==> src/rtl/plp_pkg.sv <==
// Package for the sync/length/XOR packet parser.
// Holds register indexes, phase, kind and error codes, and shared structs.
// No dependencies.
package plp_pkg;

    localparam int unsigned BYTE_W  = 8;
    localparam int unsigned PHASE_W = 3;
    localparam int unsigned KIND_W  = 2;
    localparam int unsigned ADDR_W  = 3;

    // configuration register indexes
    localparam logic [ADDR_W-1:0] REG_SYNC_FIRST  = 3'd0;
    localparam logic [ADDR_W-1:0] REG_SYNC_SECOND = 3'd1;
    localparam logic [ADDR_W-1:0] REG_SYNC_THIRD  = 3'd2;
    localparam logic [ADDR_W-1:0] REG_LENGTH_MIN  = 3'd3;
    localparam logic [ADDR_W-1:0] REG_LENGTH_MAX  = 3'd4;
    localparam logic [ADDR_W-1:0] REG_OVERHEAD    = 3'd5;

    // parse phases
    localparam logic [PHASE_W-1:0] PH_SYNC1 = 3'd0;
    localparam logic [PHASE_W-1:0] PH_SYNC2 = 3'd1;
    localparam logic [PHASE_W-1:0] PH_SYNC3 = 3'd2;
    localparam logic [PHASE_W-1:0] PH_LEN   = 3'd3;
    localparam logic [PHASE_W-1:0] PH_DATA  = 3'd4;
    localparam logic [PHASE_W-1:0] PH_CHECK = 3'd5;
    localparam logic [PHASE_W-1:0] PH_HUNT  = 3'd6;

    // result kinds
    localparam logic [KIND_W-1:0] KIND_PAYLOAD = 2'd0;
    localparam logic [KIND_W-1:0] KIND_GOOD    = 2'd1;
    localparam logic [KIND_W-1:0] KIND_ERROR   = 2'd2;

    // error codes
    localparam logic [BYTE_W-1:0] ERR_SYNC1 = 8'd0;
    localparam logic [BYTE_W-1:0] ERR_SYNC2 = 8'd1;
    localparam logic [BYTE_W-1:0] ERR_SYNC3 = 8'd2;
    localparam logic [BYTE_W-1:0] ERR_SIZE  = 8'd3;
    localparam logic [BYTE_W-1:0] ERR_CHECK = 8'd4;

    // register reset values
    localparam logic [BYTE_W-1:0] RST_SYNC_FIRST  = 8'd170;
    localparam logic [BYTE_W-1:0] RST_SYNC_SECOND = 8'd85;
    localparam logic [BYTE_W-1:0] RST_SYNC_THIRD  = 8'd204;
    localparam logic [BYTE_W-1:0] RST_LENGTH_MIN  = 8'd8;
    localparam logic [BYTE_W-1:0] RST_LENGTH_MAX  = 8'd255;
    localparam logic [BYTE_W-1:0] RST_OVERHEAD    = 8'd4;

    typedef struct packed {
        logic [BYTE_W-1:0] sync_first;
        logic [BYTE_W-1:0] sync_second;
        logic [BYTE_W-1:0] sync_third;
        logic [BYTE_W-1:0] length_min;
        logic [BYTE_W-1:0] length_max;
        logic [BYTE_W-1:0] overhead_bytes;
    } t_cfg;

    typedef struct packed {
        logic              valid;
        logic [KIND_W-1:0] item_kind;
        logic [BYTE_W-1:0] item_value;
        logic [BYTE_W-1:0] payload_total;
    } t_res;

endpackage

==> src/rtl/plp_cfg.sv <==
// Configuration register file for the packet parser.
// Depends on plp_pkg.
module plp_cfg
    import plp_pkg::*;
(
    input  logic              i_clk,
    input  logic              i_rst_n,
    input  logic              i_cfg_we,
    input  logic [ADDR_W-1:0] i_cfg_addr,
    input  logic [BYTE_W-1:0] i_cfg_wdata,
    output t_cfg              o_cfg
);

    t_cfg r_cfg;

    always_ff @(posedge i_clk) begin
        if (!i_rst_n) begin
            r_cfg.sync_first     <= RST_SYNC_FIRST;
            r_cfg.sync_second    <= RST_SYNC_SECOND;
            r_cfg.sync_third     <= RST_SYNC_THIRD;
            r_cfg.length_min     <= RST_LENGTH_MIN;
            r_cfg.length_max     <= RST_LENGTH_MAX;
            r_cfg.overhead_bytes <= RST_OVERHEAD;
        end else if (i_cfg_we) begin
            // indexes past the last register are dropped
            case (i_cfg_addr)
                REG_SYNC_FIRST:  r_cfg.sync_first     <= i_cfg_wdata;
                REG_SYNC_SECOND: r_cfg.sync_second    <= i_cfg_wdata;
                REG_SYNC_THIRD:  r_cfg.sync_third     <= i_cfg_wdata;
                REG_LENGTH_MIN:  r_cfg.length_min     <= i_cfg_wdata;
                REG_LENGTH_MAX:  r_cfg.length_max     <= i_cfg_wdata;
                REG_OVERHEAD:    r_cfg.overhead_bytes <= i_cfg_wdata;
                default: ;
            endcase
        end
    end

    assign o_cfg = r_cfg;

endmodule

==> src/rtl/plp_core.sv <==
// Per-byte parse state and result logic of the packet parser.
// Depends on plp_pkg; config comes from plp_cfg.
module plp_core
    import plp_pkg::*;
(
    input  logic              i_clk,
    input  logic              i_rst_n,
    input  logic              i_step,
    input  logic [BYTE_W-1:0] i_byte,
    input  t_cfg              i_cfg,
    output t_res              o_res
);

    logic [PHASE_W-1:0] r_phase, n_phase;
    logic [BYTE_W-1:0]  r_xor, n_xor;
    logic               r_err_rep, n_err_rep;
    logic [BYTE_W-1:0]  r_taken, n_taken;
    logic [BYTE_W-1:0]  r_expected, n_expected;

    logic [BYTE_W-1:0] xor_next;
    logic [BYTE_W-1:0] taken_inc;
    logic [BYTE_W-1:0] target;
    logic              fail;
    logic [BYTE_W-1:0] fail_code;
    t_res              res;

    assign xor_next  = r_xor ^ i_byte;
    assign taken_inc = r_taken + 8'd1;
    // short packets still carry one payload byte
    assign target    = (r_expected <= 8'd2) ? 8'd1 : (r_expected - 8'd1);

    always_comb begin
        n_phase    = r_phase;
        n_xor      = xor_next;
        n_err_rep  = r_err_rep;
        n_taken    = r_taken;
        n_expected = r_expected;
        fail       = 1'b0;
        fail_code  = ERR_SYNC1;
        res        = '0;

        unique case (r_phase)
            PH_SYNC1: begin
                if (i_byte != i_cfg.sync_first) begin
                    fail      = 1'b1;
                    fail_code = ERR_SYNC1;
                end else begin
                    n_phase = PH_SYNC2;
                end
            end
            PH_SYNC2: begin
                if (i_byte != i_cfg.sync_second) begin
                    fail      = 1'b1;
                    fail_code = ERR_SYNC2;
                end else begin
                    n_phase = PH_SYNC3;
                end
            end
            PH_SYNC3: begin
                if (i_byte != i_cfg.sync_third) begin
                    fail      = 1'b1;
                    fail_code = ERR_SYNC3;
                end else begin
                    n_phase = PH_LEN;
                end
            end
            PH_LEN: begin
                if (i_byte < i_cfg.length_min || i_byte > i_cfg.length_max) begin
                    fail      = 1'b1;
                    fail_code = ERR_SIZE;
                end else begin
                    n_expected = i_byte - i_cfg.overhead_bytes;
                    n_taken    = '0;
                    n_phase    = PH_DATA;
                end
            end
            PH_DATA: begin
                n_taken = taken_inc;
                if (taken_inc >= target) begin
                    n_phase = PH_CHECK;
                end
                res.valid      = 1'b1;
                res.item_kind  = KIND_PAYLOAD;
                res.item_value = i_byte;
            end
            PH_CHECK: begin
                if (xor_next != '0) begin
                    fail      = 1'b1;
                    fail_code = ERR_CHECK;
                end else begin
                    n_err_rep         = 1'b0;
                    n_phase           = PH_SYNC1;
                    res.valid         = 1'b1;
                    res.item_kind     = KIND_GOOD;
                    res.payload_total = r_taken;
                end
            end
            default: begin
                // hunting, and the unused phase code: a sync byte restarts the checksum
                if (i_byte == i_cfg.sync_first) begin
                    n_xor   = i_byte;
                    n_phase = PH_SYNC2;
                end else begin
                    n_phase = PH_HUNT;
                end
            end
        endcase

        if (fail) begin
            n_phase = PH_HUNT;
            if (!r_err_rep) begin
                n_err_rep      = 1'b1;
                res.valid      = 1'b1;
                res.item_kind  = KIND_ERROR;
                res.item_value = fail_code;
            end
        end
    end

    always_ff @(posedge i_clk) begin
        if (!i_rst_n) begin
            r_phase    <= PH_SYNC1;
            r_xor      <= '0;
            r_err_rep  <= 1'b0;
            r_taken    <= '0;
            r_expected <= '0;
        end else if (i_step) begin
            r_phase    <= n_phase;
            r_xor      <= n_xor;
            r_err_rep  <= n_err_rep;
            r_taken    <= n_taken;
            r_expected <= n_expected;
        end
    end

    assign o_res = res;

    a_err_sets_flag: assert property (@(posedge i_clk) disable iff (!i_rst_n)
        i_step && res.valid && res.item_kind == KIND_ERROR |=> r_err_rep)
        else $error("error beat did not set the reported flag");

    a_good_restarts: assert property (@(posedge i_clk) disable iff (!i_rst_n)
        i_step && res.valid && res.item_kind == KIND_GOOD
        |=> r_phase == PH_SYNC1 && !r_err_rep)
        else $error("good end did not return to first sync phase");

    a_hunt_silent: assert property (@(posedge i_clk) disable iff (!i_rst_n)
        i_step && r_phase == PH_HUNT |-> !res.valid)
        else $error("result produced while hunting");

endmodule

==> src/rtl/preamble_length_xor_packet_parser.sv <==
// An accepted byte passes the input register, one parse step and the output register, which holds its result beat.
// Throughput: one byte per cycle while the output register is not stalled.
// The input register holds a byte while the output register is stalled.
// Reset (i_rst_n low, synchronous) restores the register defaults, empties both
// registers and puts the parser in its first sync phase with a cleared checksum.
module preamble_length_xor_packet_parser
    import plp_pkg::*;
(
    input  logic              i_clk,
    input  logic              i_rst_n,
    // config write port
    input  logic              i_cfg_we,
    input  logic [ADDR_W-1:0] i_cfg_addr,
    input  logic [BYTE_W-1:0] i_cfg_wdata,
    // input stream
    input  logic              s_axis_tvalid,
    output logic              s_axis_tready,
    input  logic [7:0]        s_axis_tdata,   // [7:0] in_byte
    // result stream
    output logic              m_axis_tvalid,
    input  logic              m_axis_tready,
    output logic [15:0]       m_axis_tdata,   // [7:0] item_value, [15:8] payload_total
    output logic [1:0]        m_axis_tuser    // [1:0] item_kind
);

    t_cfg cfg;
    t_res res;

    logic              r_in_valid;
    logic [BYTE_W-1:0] r_in_byte;
    logic              r_out_valid;
    t_res              r_out;
    logic              out_free;
    logic              step;

    plp_cfg u_cfg (
        .i_clk       (i_clk),
        .i_rst_n     (i_rst_n),
        .i_cfg_we    (i_cfg_we),
        .i_cfg_addr  (i_cfg_addr),
        .i_cfg_wdata (i_cfg_wdata),
        .o_cfg       (cfg)
    );

    assign out_free      = !r_out_valid || m_axis_tready;
    assign step          = r_in_valid && out_free;
    assign s_axis_tready = !r_in_valid || step;

    always_ff @(posedge i_clk) begin
        if (!i_rst_n) begin
            r_in_valid <= 1'b0;
        end else if (s_axis_tready) begin
            r_in_valid <= s_axis_tvalid;
        end
    end

    always_ff @(posedge i_clk) begin
        if (s_axis_tready && s_axis_tvalid) begin
            r_in_byte <= s_axis_tdata;
        end
    end

    plp_core u_core (
        .i_clk   (i_clk),
        .i_rst_n (i_rst_n),
        .i_step  (step),
        .i_byte  (r_in_byte),
        .i_cfg   (cfg),
        .o_res   (res)
    );

    // a byte that yields nothing simply leaves the output register empty
    always_ff @(posedge i_clk) begin
        if (!i_rst_n) begin
            r_out_valid <= 1'b0;
        end else if (step) begin
            r_out_valid <= res.valid;
        end else if (m_axis_tready) begin
            r_out_valid <= 1'b0;
        end
    end

    always_ff @(posedge i_clk) begin
        if (step && res.valid) begin
            r_out <= res;
        end
    end

    assign m_axis_tvalid = r_out_valid;
    assign m_axis_tdata  = {r_out.payload_total, r_out.item_value};
    assign m_axis_tuser  = r_out.item_kind;

endmodule

==> config.mk <==
export PLATFORM = sky130hd
export DESIGN_NAME = preamble_length_xor_packet_parser
export DESIGN_NICKNAME = d
export VERILOG_FILES = /design/src/rtl/plp_pkg.sv /design/src/rtl/plp_cfg.sv /design/src/rtl/plp_core.sv /design/src/rtl/preamble_length_xor_packet_parser.sv
export SDC_FILE = /design/constraint.sdc
export NUM_CORES = 1
export LEC_CHECK = 0
export BUFFER_PORTS_ARGS = -buffer_cell sky130_fd_sc_hd__buf_2
export CORE_ASPECT_RATIO = 0.9
export CORE_UTILIZATION = 55
export CTS_CLUSTER_DIAMETER = 40
export DETAILED_ROUTE_END_ITERATION = 16
export GPL_TIMING_DRIVEN = 0
export PLACE_DENSITY = 0.74
export SYNTH_ARGS = -nofsm -noshare
export SYNTH_HDL_FRONTEND = slang
export SYNTH_SLANG_ARGS = --single-unit
export TNS_END_PERCENT = 50
==> constraint.sdc <==
create_clock -name i_clk -period 5.9 [get_ports i_clk]
set_input_delay 0 -clock i_clk [delete_from_list [all_inputs] [get_ports i_clk]]
set_output_delay 0 -clock i_clk [all_outputs]
set_load 0.01 [all_outputs]
== Word-level counts from Yosys, hierarchy flattened ==
Cells that the tools add are included.
Storage, ports and cells
  bits in registers: 104
  bits of input ports: 24
  output and inout port bits: 20
  logic and storage cells: 108
Cells by class
  $add $sub $neg: 3
  $lt $le $gt $ge: 4
  equality and inequality tests: 21
  multiplexer cells: 36
  bitwise gates (word level): 3
  reductions and logical operators: 24
Operators with widths (number)
  $mux 8: 5
  $pmux 8 s4: 1
  $mux 3: 10
  $ne 8x8->1: 3
  $mux 11: 2
  $pmux 3 s6: 1
  $pmux 8 s2: 1
  $ne 3x2->1 const B: 5
  $eq 3x2->1 const B: 4
  $eq 3x3->1 const B: 4
  $mux 1: 12
  $reduce_and 2->1: 6
  $add 8x1->8 const B: 1
  $eq 8x8->1: 1
  $ge 8x8->1: 1
  $gt 8x8->1: 1
  $le 8x2->1 const B: 1
  $lt 8x8->1: 1
  $reduce_bool 8->1: 1
  $sub 8x1->8 const B: 1
  $sub 8x8->8: 1
  $xor 8x8->8: 1
  $reduce_and 7->1: 1
  $eq 3x1->1 const B: 2
  14 further kinds: 24

== Logic depth before layout (Yosys ltp) ==
Gate-level depths: netlist of run 1.
  word-level depth: 7
  mapped depth: 14
  gate-level depth less buffers: 14

== Hierarchy ==
A second synthesis of run 1 with hierarchy kept.
Unflattened totals
  cells, all modules: 621
  area total of the unflattened synthesis: 5849.4 µm²
Modules (own cells, without submodules)
  plp_core: instances 1, cells an instance 401, area each 3057.9 µm², seq. area each 560.5 µm²
  plp_cfg: instances 1, cells an instance 181, area each 1898.1 µm², seq. area each 960.9 µm²
  preamble_length_xor_packet_parser: instances 1, cells an instance 39, area each 893.4 µm², seq. area each 820.8 µm²

== Least setup slack after synthesis of run 1 ==
OpenSTA, ideal clock, no wires.
  path kind: register -> register
  start point: reg r_in_byte[2]
  end point: reg r_out (netlist bit m_axis_tdata[0]) (enable)
  setup time: 0.399 ns
  data arrival time: 2.854 ns
  data required time: 5.501 ns
  slack: 2.647 ns
  cell stages (with the launch flop): 9
  buffers on the path: 0
  clock period less this slack: 3.253 ns
  cell sequence: edfxtp_1 -> ha_1 -> a211o_1 -> a31oi_1 -> o21ai_2 -> a311oi_2 -> nor4_2 -> or2_1 -> a21oi_1
Between the ends
  longest elaborated chain between the ends: 7
  elaborated cells on any way between the ends: 19
  classes of those cells: order compare: 2; eq/ne: 3; mux: 10; bitwise: 1; reduce/logical: 3
RTL lines
  start: declaration: line preamble_length_xor_packet_parser.sv:30  | logic [BYTE_W-1:0] r_in_byte;
  start signal: assignment: line preamble_length_xor_packet_parser.sv:59  | r_in_byte <= s_axis_tdata;
  branches (longest 5 deep; another with $lt 8x8->1)
  $mux 11 *: line plp_core.sv:109  | if (fail) begin
  $logic_and 1x1->1 *: line preamble_length_xor_packet_parser.sv:84  | if (step && res.valid) begin
  end signal: assignment: line preamble_length_xor_packet_parser.sv:85  | r_out <= res;
  end: declaration: line preamble_length_xor_packet_parser.sv:32  | t_res r_out;
Every way passes the cells marked *.
A chain may end at the register's enable or synchronous reset.

== Worst setup path in the final report of run 1 ==
  start point: reg r_in_byte[2]
  end point: reg r_out (netlist bit m_axis_tdata[5]) (enable)
Same word-level chain as after synthesis.

==> results of run 1 <==
[sequential cells by signal (all words and copies together) (netlist names)]
signal / flops
m_axis_tdata: 16
m_axis_tuser: 2
m_axis_tvalid: 1
r_in_byte: 8
r_in_valid: 1
u_cfg.o_cfg: 48
u_core.r_err_rep: 1
u_core.r_expected: 8
u_core.r_phase: 3
u_core.r_taken: 8
u_core.r_xor: 8
[report_power, final]
part,internal (mW),switching (mW)
logic,0.0965,0.140
clock network,0.171,0.260
registers,0.766,0.0199
total,1.03,0.420
[critical path, delay by kind of cell (launching register included)]
kind / cells / cell delay, ns
AOI/OAI and AO/OA: 5 / 1.75
adders and majority gates: 1 / 0.34
DFF: 1 / 0.53
and+or+nand+nor: 2 / 0.42
[cell families after synthesis]
family | count (synthesis) | synth area share (%)
DFF | 104 | 42.38
and+or+nand+nor | 265 | 22.37
xor gates and xnor gates | 49 | 7.765
buffers and inverters | 57 | 4.822
AOI/OAI and AO/OA | 125 | 14.83
adders and majority gates | 34 | 7.833
[cells in the final DEF, fill, tap and decap left out, types with 2 or more instances in the layout]
master and instances:
nand2_1 132, dfxtp_1 78, buf_2 45, a21oi_1 44, ha_1 33, nor2_1 31, o21ai_0 29, inv_1 29
nand3_1 26, edfxtp_1 26, xnor2_1 25, xor2_1 24, dlygate4sd3_1 19, and2_1 15, clkbuf_1 14, o211ai_1 11
nand2b_1 10, nor2b_1 10, clkbuf_8 10, nor4_1 8, nor3_1 8, a22oi_1 8, nand4_1 6, buf_4 5
buf_6 4, a31oi_1 4, a21o_1 4, or3_1 3, a211oi_1 3, o21a_1 3, a211o_1 2, a221oi_2 2
or2_1 2, nor3_2 2, or4_1 2, a21boi_0 2, inv_6 2
[per-layer routing]
layer	wire length [um]	part of all wire, %	up-vias
met5	0	0	-
met4	286	2.2	0
met3	869	6.6	26
met2	6346	48	184
met1	5652	43	2247
li1	-	-	2318
[final cells by class]
| class | count | area (um^2) | share of cell area [%] |
|---|---|---|---|
| Inverter | 31 | 116.4 | 1.854 |
| Sequential cell | 104 | 2342 | 37.32 |
| Buffer | 26 | 150.1 | 2.392 |
| Clock inverter | 6 | 50.05 | 0.7974 |
| Tap cell | 126 | 157.7 | 2.512 |
| Timing Repair Buffer | 61 | 400.4 | 6.380 |
| Multi-Input combinational cell | 473 | 2922 | 46.55 |
| Clock buffer | 10 | 137.6 | 2.193 |
[per-stage QoR]
stage	hold WS (ns)	utilization, %
floorplan	0.09887	-
global placement	0.1769	60.77
CTS	0.07399	64.67
detailed placement	0.1781	60.77
finish	0.09023	64.71
global route	0.09466	64.71
[path summary, 6_finish.rpt]
kind	slack (ns)	cells after the start	end	startpoint
min reg2reg	0.46	2	u_cfg.o_cfg[17]	u_cfg.o_cfg[17]
max	2.48	8	m_axis_tdata[5]	r_in_byte[2]
min	0.09	4	u_cfg.o_cfg[37]	i_cfg_addr[1]
max reg2reg	2.48	8	m_axis_tdata[5]	r_in_byte[2]
==> metrics.md, run 1 <==
| Metric | Value |
|---|---|
| Core area | about 9700 um^2 |
| WP data arrival | around 3.4 ns |
| CTS-repair resized insts | 0 |
| Minimum clock period | between 3 and 4 ns |
| Most Crowded Layer GR | met2 |
| Commonest cells post-synth | nand2_1, dfxtp_1, a21oi_1 |
| Met2 usage | 43.93% |
| Critical Path Sink Type | register |
| Die span in y | 97.10 um |
| Startpoint types | register |
| Syn Nets | approximately 690 |
| Finish-stage setup viols | 0 |
| Share of layout cells above drive strength 1 | roughly an eighth |
| Leakage power total | 2.426 nW |
| Initial drt markers | 210 |
| Number of diodes | 0 |
| Fin area | 6276 um^2 |
| DR WL/cell | between 15 and 20 um |
| Post-Syn Instances | approximately 630 |
| Worst vdd ir | roughly 180 uV |
| Post-route DRC | 0 |
| Total negative slack | 0 ns |
| Worst-Margin Slew | between 0.8 and 0.9 ns |
| Largest net degree at the start of global routing | 19 |
| Fin nets | about 760 |
| Initial antenna violation count | 0 |
| Mapped Area | ~5500 um^2 |
| Crit path max fanout | 18 |
| Via Count | 4775 |
| Register area share after synthesis | approximately 42% |
| Grt met1 use | 33.66% |
| Placed cell count | 802 |
| Worst slew margin | ~40% |
| First-pass GRT wire length | around 21 mm |
| Dpl ws | between 2 and 2.5 ns |
| PwrDens | ~230 nW/um^2 |
| IO buf count | 42 |
| Io pins | 44 |
| CP Cell Sequence | ha_1 > a211o_1 > a31oi_1 > o21ai_2 > a311oi_2 > nor4_2 > or2_1 > a21oi_2 |
| Layout area overhead | 13.56% |
| Gpl congestion | around 0.90 |
| Vias in the first global route | around 4500 |
| Final wirelength | between 10 and 15 mm |
| Number of synthesized register bits | 104 |
| Top post-synthesis cells by area | dfxtp_1, edfxtp_1, nand2_1, ha_1, a21oi_1 |
| Max cap viols | 0 |
| CP Data Required Time | 5.91 ns |
| M3 GR Usage | 4.024% |
| Root buf cell | clkbuf_8 |
| Synth area leader | dfxtp_1 |
| Dpl hpwl | between 9 and 10 mm |
| Synth top area share | around 28% |
| H-tree depth | 3 |
| Site Rows | 34 |
| Clock latency on the worst-skew pair | around 0.37 ns |
| Post-route ant nets | 0 |
| Ys Warns | 0 |
| Initial Utilization | 56.98% |
| Layout Cells excl Fill | approximately 840 |
| CTS tree | yes |
| Post-CTS Hold Fix Bufs | 19 |
| Clk slew on worst S/H paths | 0.10 ns |
| GRT Overall Usage | between 20% and 30% |
| Vias/cell | 5.705 |
| Synth unique cells | slightly below 60 |
| Outcome | finished clean |
| Worst Skew | between 0.008 and 0.009 ns |
| Most used flip-flop cell after synthesis | dfxtp_1 |
| Tot Pwr | roughly 1.5 mW |
| Clock Sinks | between 100 and 150 |
| Fmax | 292.7 MHz |
| Final hold vios | 0 |
| Fill cells | 830 |
| Die area | roughly 10000 um^2 |
| Post-synth EDFFs | 26 |
| Most frequent cell after synthesis | nand2_1 |
| CP max-delay cell | a21oi_2 |
| Setup Crit Path Kind | register to register |
| Post-synth ARST share | 0% |
| Pre-antenna DRT Iters | 5 |
| Clock Path Buffers | 2 |
| Final Slew Violations | 0 |
| Mapped Avg Cell Area | roughly 8.7 um^2 |
| Hold Crit Class | input pin to register |
| Final worst slack | between 2 and 2.5 ns |
| Post-CTS setup repair buffer count | 0 |
| Worst path max stage delay | between 0.7 and 0.8 ns |
| Total CTS buffers | 9 |
| Area post-placement | slightly below 6000 um^2 |
| Grt ovf | 0 |
| Final Cycle Share | a little under 60% |
| Die W | between 100 and 150 um |
| RSZ-0062 raised after global routing | no |
No activity file was read; power rests on OpenSTA's default activity.
==> inputs of run 2 (changes only) <==
Settings changed: CORE_UTILIZATION 55 to 54, PLACE_DENSITY 0.74 to 0.76.
Clock period 5.9 ns to 3 ns, I/O delays scaled along.
==> metrics.md, run 2 (synthesis gave the netlist of run 1 again) <==
| Metric | Value |
|---|---|
| Failing checks | negative setup slack |
| Crit path max fanout | 7 (was 18) |
| WP data arrival | 3.26 ns (was 3.42 ns) |
| Grt ovf | 0 (unchanged) |
| Clock latency on the worst-skew pair | 0.35 ns (was 0.37 ns) |
| Outcome | finished with violations (was finished clean) |
| Area post-placement | 5898 um^2 (was 5894 um^2) |
| Final hold vios | 0 (unchanged) |
| Dpl ws | -0.3972 ns (was 2.046 ns) |
| DR WL/cell | 15.76 um (was 15.72 um) |
| Sw frac | 27.11% (was 28.90%) |
| Number of diodes | 0 (unchanged) |
| Setup Crit Path Kind | register to register (unchanged) |
| Initial drt markers | 253 (was 210) |
| Site Rows | 34 (unchanged) |
| Finish-stage setup viols | 1 (was 0) |
| Share of layout cells above drive strength 1 | 15.64% (was 12.66%) |
| Reg2reg start | u_core.r_expected[3] (was r_in_byte[2]) |
| Leakage power total | 2.524 nW (was 2.426 nW) |
| Final Slew Violations | 0 (unchanged) |
| First-pass GRT wire length | 21.63 mm (was 21.20 mm) |
| Post-route ant nets | 0 (unchanged) |
| Die span in y | 97.98 um (was 97.10 um) |
| Hold_sp | i_cfg_wdata[6] (was i_cfg_addr[1]) |
| Fin nets | 769 (was 764) |
| CP Data Required Time | 3.24 ns (was 5.91 ns) |
| PwrDens | 486.0 nW/um^2 (was 231.6 nW/um^2) |
| Layout area overhead | 17.66% (was 13.56%) |
| Worst slew margin | 39.05% (was 40.46%) |
| Worst Skew | 0.009467 ns (was 0.008606 ns) |
| H-tree depth | 3 (unchanged) |
| Most frequent cells in the layout | nand2_1, dfxtp_1, buf_2 (unchanged) |
| Clk slew on worst S/H paths | 0.07 ns (was 0.10 ns) |
| GRT Overall Usage | 26.32% (was 25.97%) |
| Fin area | 6502 um^2 (was 6276 um^2) |
| Final wirelength | 13.27 mm (was 13.16 mm) |
| WHS Path Cells | 3 (was 4) |
| Initial antenna violation count | 0 (unchanged) |
| Worst vdd ir | 324.7 uV (was 179.3 uV) |
| Reg2reg setup slack | -0.03 ns (was 2.48 ns) |
| Seq pwr share | 48.8% (was 54.0%) |
| Total CTS buffers | 9 (unchanged) |
| RSZ-0062 raised after global routing | yes (was no) |
| Post-route DRC | 0 (unchanged) |
| Endpoint, Worst Hold | u_cfg.o_cfg[46] (was u_cfg.o_cfg[37]) |
| Initial Utilization | 56.48% (was 56.98%) |
| Max FFs per register | 48 (unchanged) |
| Combinational power share | 15.4% (was 16.3%) |
| Via Count | 4690 (was 4775) |
| Die W | 108.6 um (was 107.7 um) |
| Vias in the first global route | 4562 (was 4474) |
| Internal | 2.304 mW (was 1.033 mW) |
| Worst-Margin Slew | 0.9073 ns (was 0.8931 ns) |
| Critical Path Sink Type | register (unchanged) |
| Startpoint types | register (unchanged) |
| Final worst slack | -0.02764 ns (was 2.484 ns) |
| Root buf cell | clkbuf_16 (was clkbuf_8) |
| Final Cycle Share | 100.9% (was 57.90%) |
| R2R depth | 11 (was 8) |
| Pre-antenna DRT Iters | 5 (unchanged) |
| Clk pwr share | 35.7% (was 29.7%) |
| IO buf count | 42 (unchanged) |
| Core area | 9784 um^2 (was 9699 um^2) |
| Gpl congestion | 0.9232 (was 0.9041) |
| Io pins | 44 (unchanged) |
| Vias/cell | 5.570 (was 5.705) |
| CTS tree | yes (unchanged) |
| Hold Crit Class | input pin to register (unchanged) |
| Most common cell after layout, fill and taps aside | nand2_1 (unchanged) |
| Largest net degree at the start of global routing | 18 (was 19) |
| Die area | 10640 um^2 (was 10450 um^2) |
| Fmax | 330.3 MHz (was 292.7 MHz) |
| Clock Sinks | 104 (unchanged) |
| Psw | 0.8566 mW (was 0.4201 mW) |
| Dpl hpwl | 9.274 mm (was 9.334 mm) |
| R2R Path End | u_core.r_phase[0] (was m_axis_tdata[5]) |
| Minimum clock period | 3.028 ns (was 3.416 ns) |
| Fill cells | 792 (was 830) |
| Clock Path Buffers | 2 (unchanged) |
| Max cap viols | 0 (unchanged) |
run 2: changes by cell type in the layout (fill, tap and decap cells not counted), moves of 3 or more:
cell,delta
buf_4,+7
clkbuf_16,+9
clkbuf_8,-9
dlygate4sd3_1,-3
nand2_1,-4
nand2_2,+3
o21ai_0,-3
run 2: per-layer routing:
| layer | vias up | track usage (%) | share of wire [%] |
|---|---|---|---|
| met5 | - | 0 | 0 |
| met4 | 0 | 7.277 | 1.7 |
| met3 | 21 | 5.207 | 6.1 |
| met1 | 2182 | 33.40 | 43 |
| met2 | 150 | 45.23 | 49 |
| li1 | 2337 | - | - |
run 2: power by group through the flow:
stage	Sequential (mW)	Combinational (mW)	Clock, mW
finish	1.54	0.488	1.13
CTS	1.54	0.466	1.14
detailed placement	1.58	0.436	0
floorplan	1.58	0.299	0
global route	1.55	0.539	1.19
global placement	1.57	0.423	0
run 2: metrics by stage:
| step | hold slack, ns | util [%] | instances | total power, mW | setup TNS [ns] |
|---|---|---|---|---|---|
| finish | 0.01085 | 66.46 | 842 | 3.160 | -0.02764 |
| global route | 0.01049 | 66.46 | 842 | 3.281 | -0.3367 |
| CTS | 0.003259 | 65.13 | 836 | 3.150 | -0.09742 |
| detailed placement | 0.1787 | 60.28 | 802 | 2.013 | -7.493 |
| global placement | 0.1761 | 60.28 | 802 | 1.997 | -7.019 |
| floorplan | 0.09887 | - | 634 | 1.877 | -0.02999 |
run 2: repair_timing:
item / CTS / global route
gates cloned: 0 / 0
hold endpoints to repair: 30 / 0
pin swaps: 4 / 6
endpoints found under the setup margin: 21 / 21
hold buffers: 16 / 0
buffers inserted: 3 / 6
resized for setup: 4 / 19
run 2: cell type report:
cell class / count / area (um^2) / area share [%]
Multi-Input combinational cell: 473 / 3008 / 46.26
Inverter: 31 / 116.4 / 1.789
Buffer: 25 / 146.4 / 2.251
Clock inverter: 5 / 40.04 / 0.6157
Sequential cell: 104 / 2346 / 36.08
Timing Repair Buffer: 67 / 445.4 / 6.850
Clock buffer: 11 / 242.7 / 3.733
Tap cell: 126 / 157.7 / 2.424
run 2: worst max path at each step:
stage	start	to	slack (ns)	cells after the start
floorplan	u_core.r_expected[3]	u_core.r_phase[0]	-0.03	12
global placement	r_in_byte[2]	m_axis_tdata[15]	-0.37	8
detailed placement	r_in_byte[2]	m_axis_tdata[15]	-0.40	8
CTS	u_core.r_expected[3]	u_core.r_phase[0]	-0.1	11
global route	u_core.r_expected[3]	u_core.r_phase[0]	-0.1	11
finish	u_core.r_expected[3]	u_core.r_phase[0]	-0.03	11
run 2: worst max-delay path: stages (launching register included):
cell	delay, ns
dfxtp_4	0.37
or4_4	0.53
or4_4	0.57
nand2_2	0.09
ha_1	0.23
and2_1	0.17
o21ai_2	0.13
o21ai_2	0.08
o41ai_4	0.27
nor4_2	0.11
nor2b_1	0.15
o2111a_1	0.23
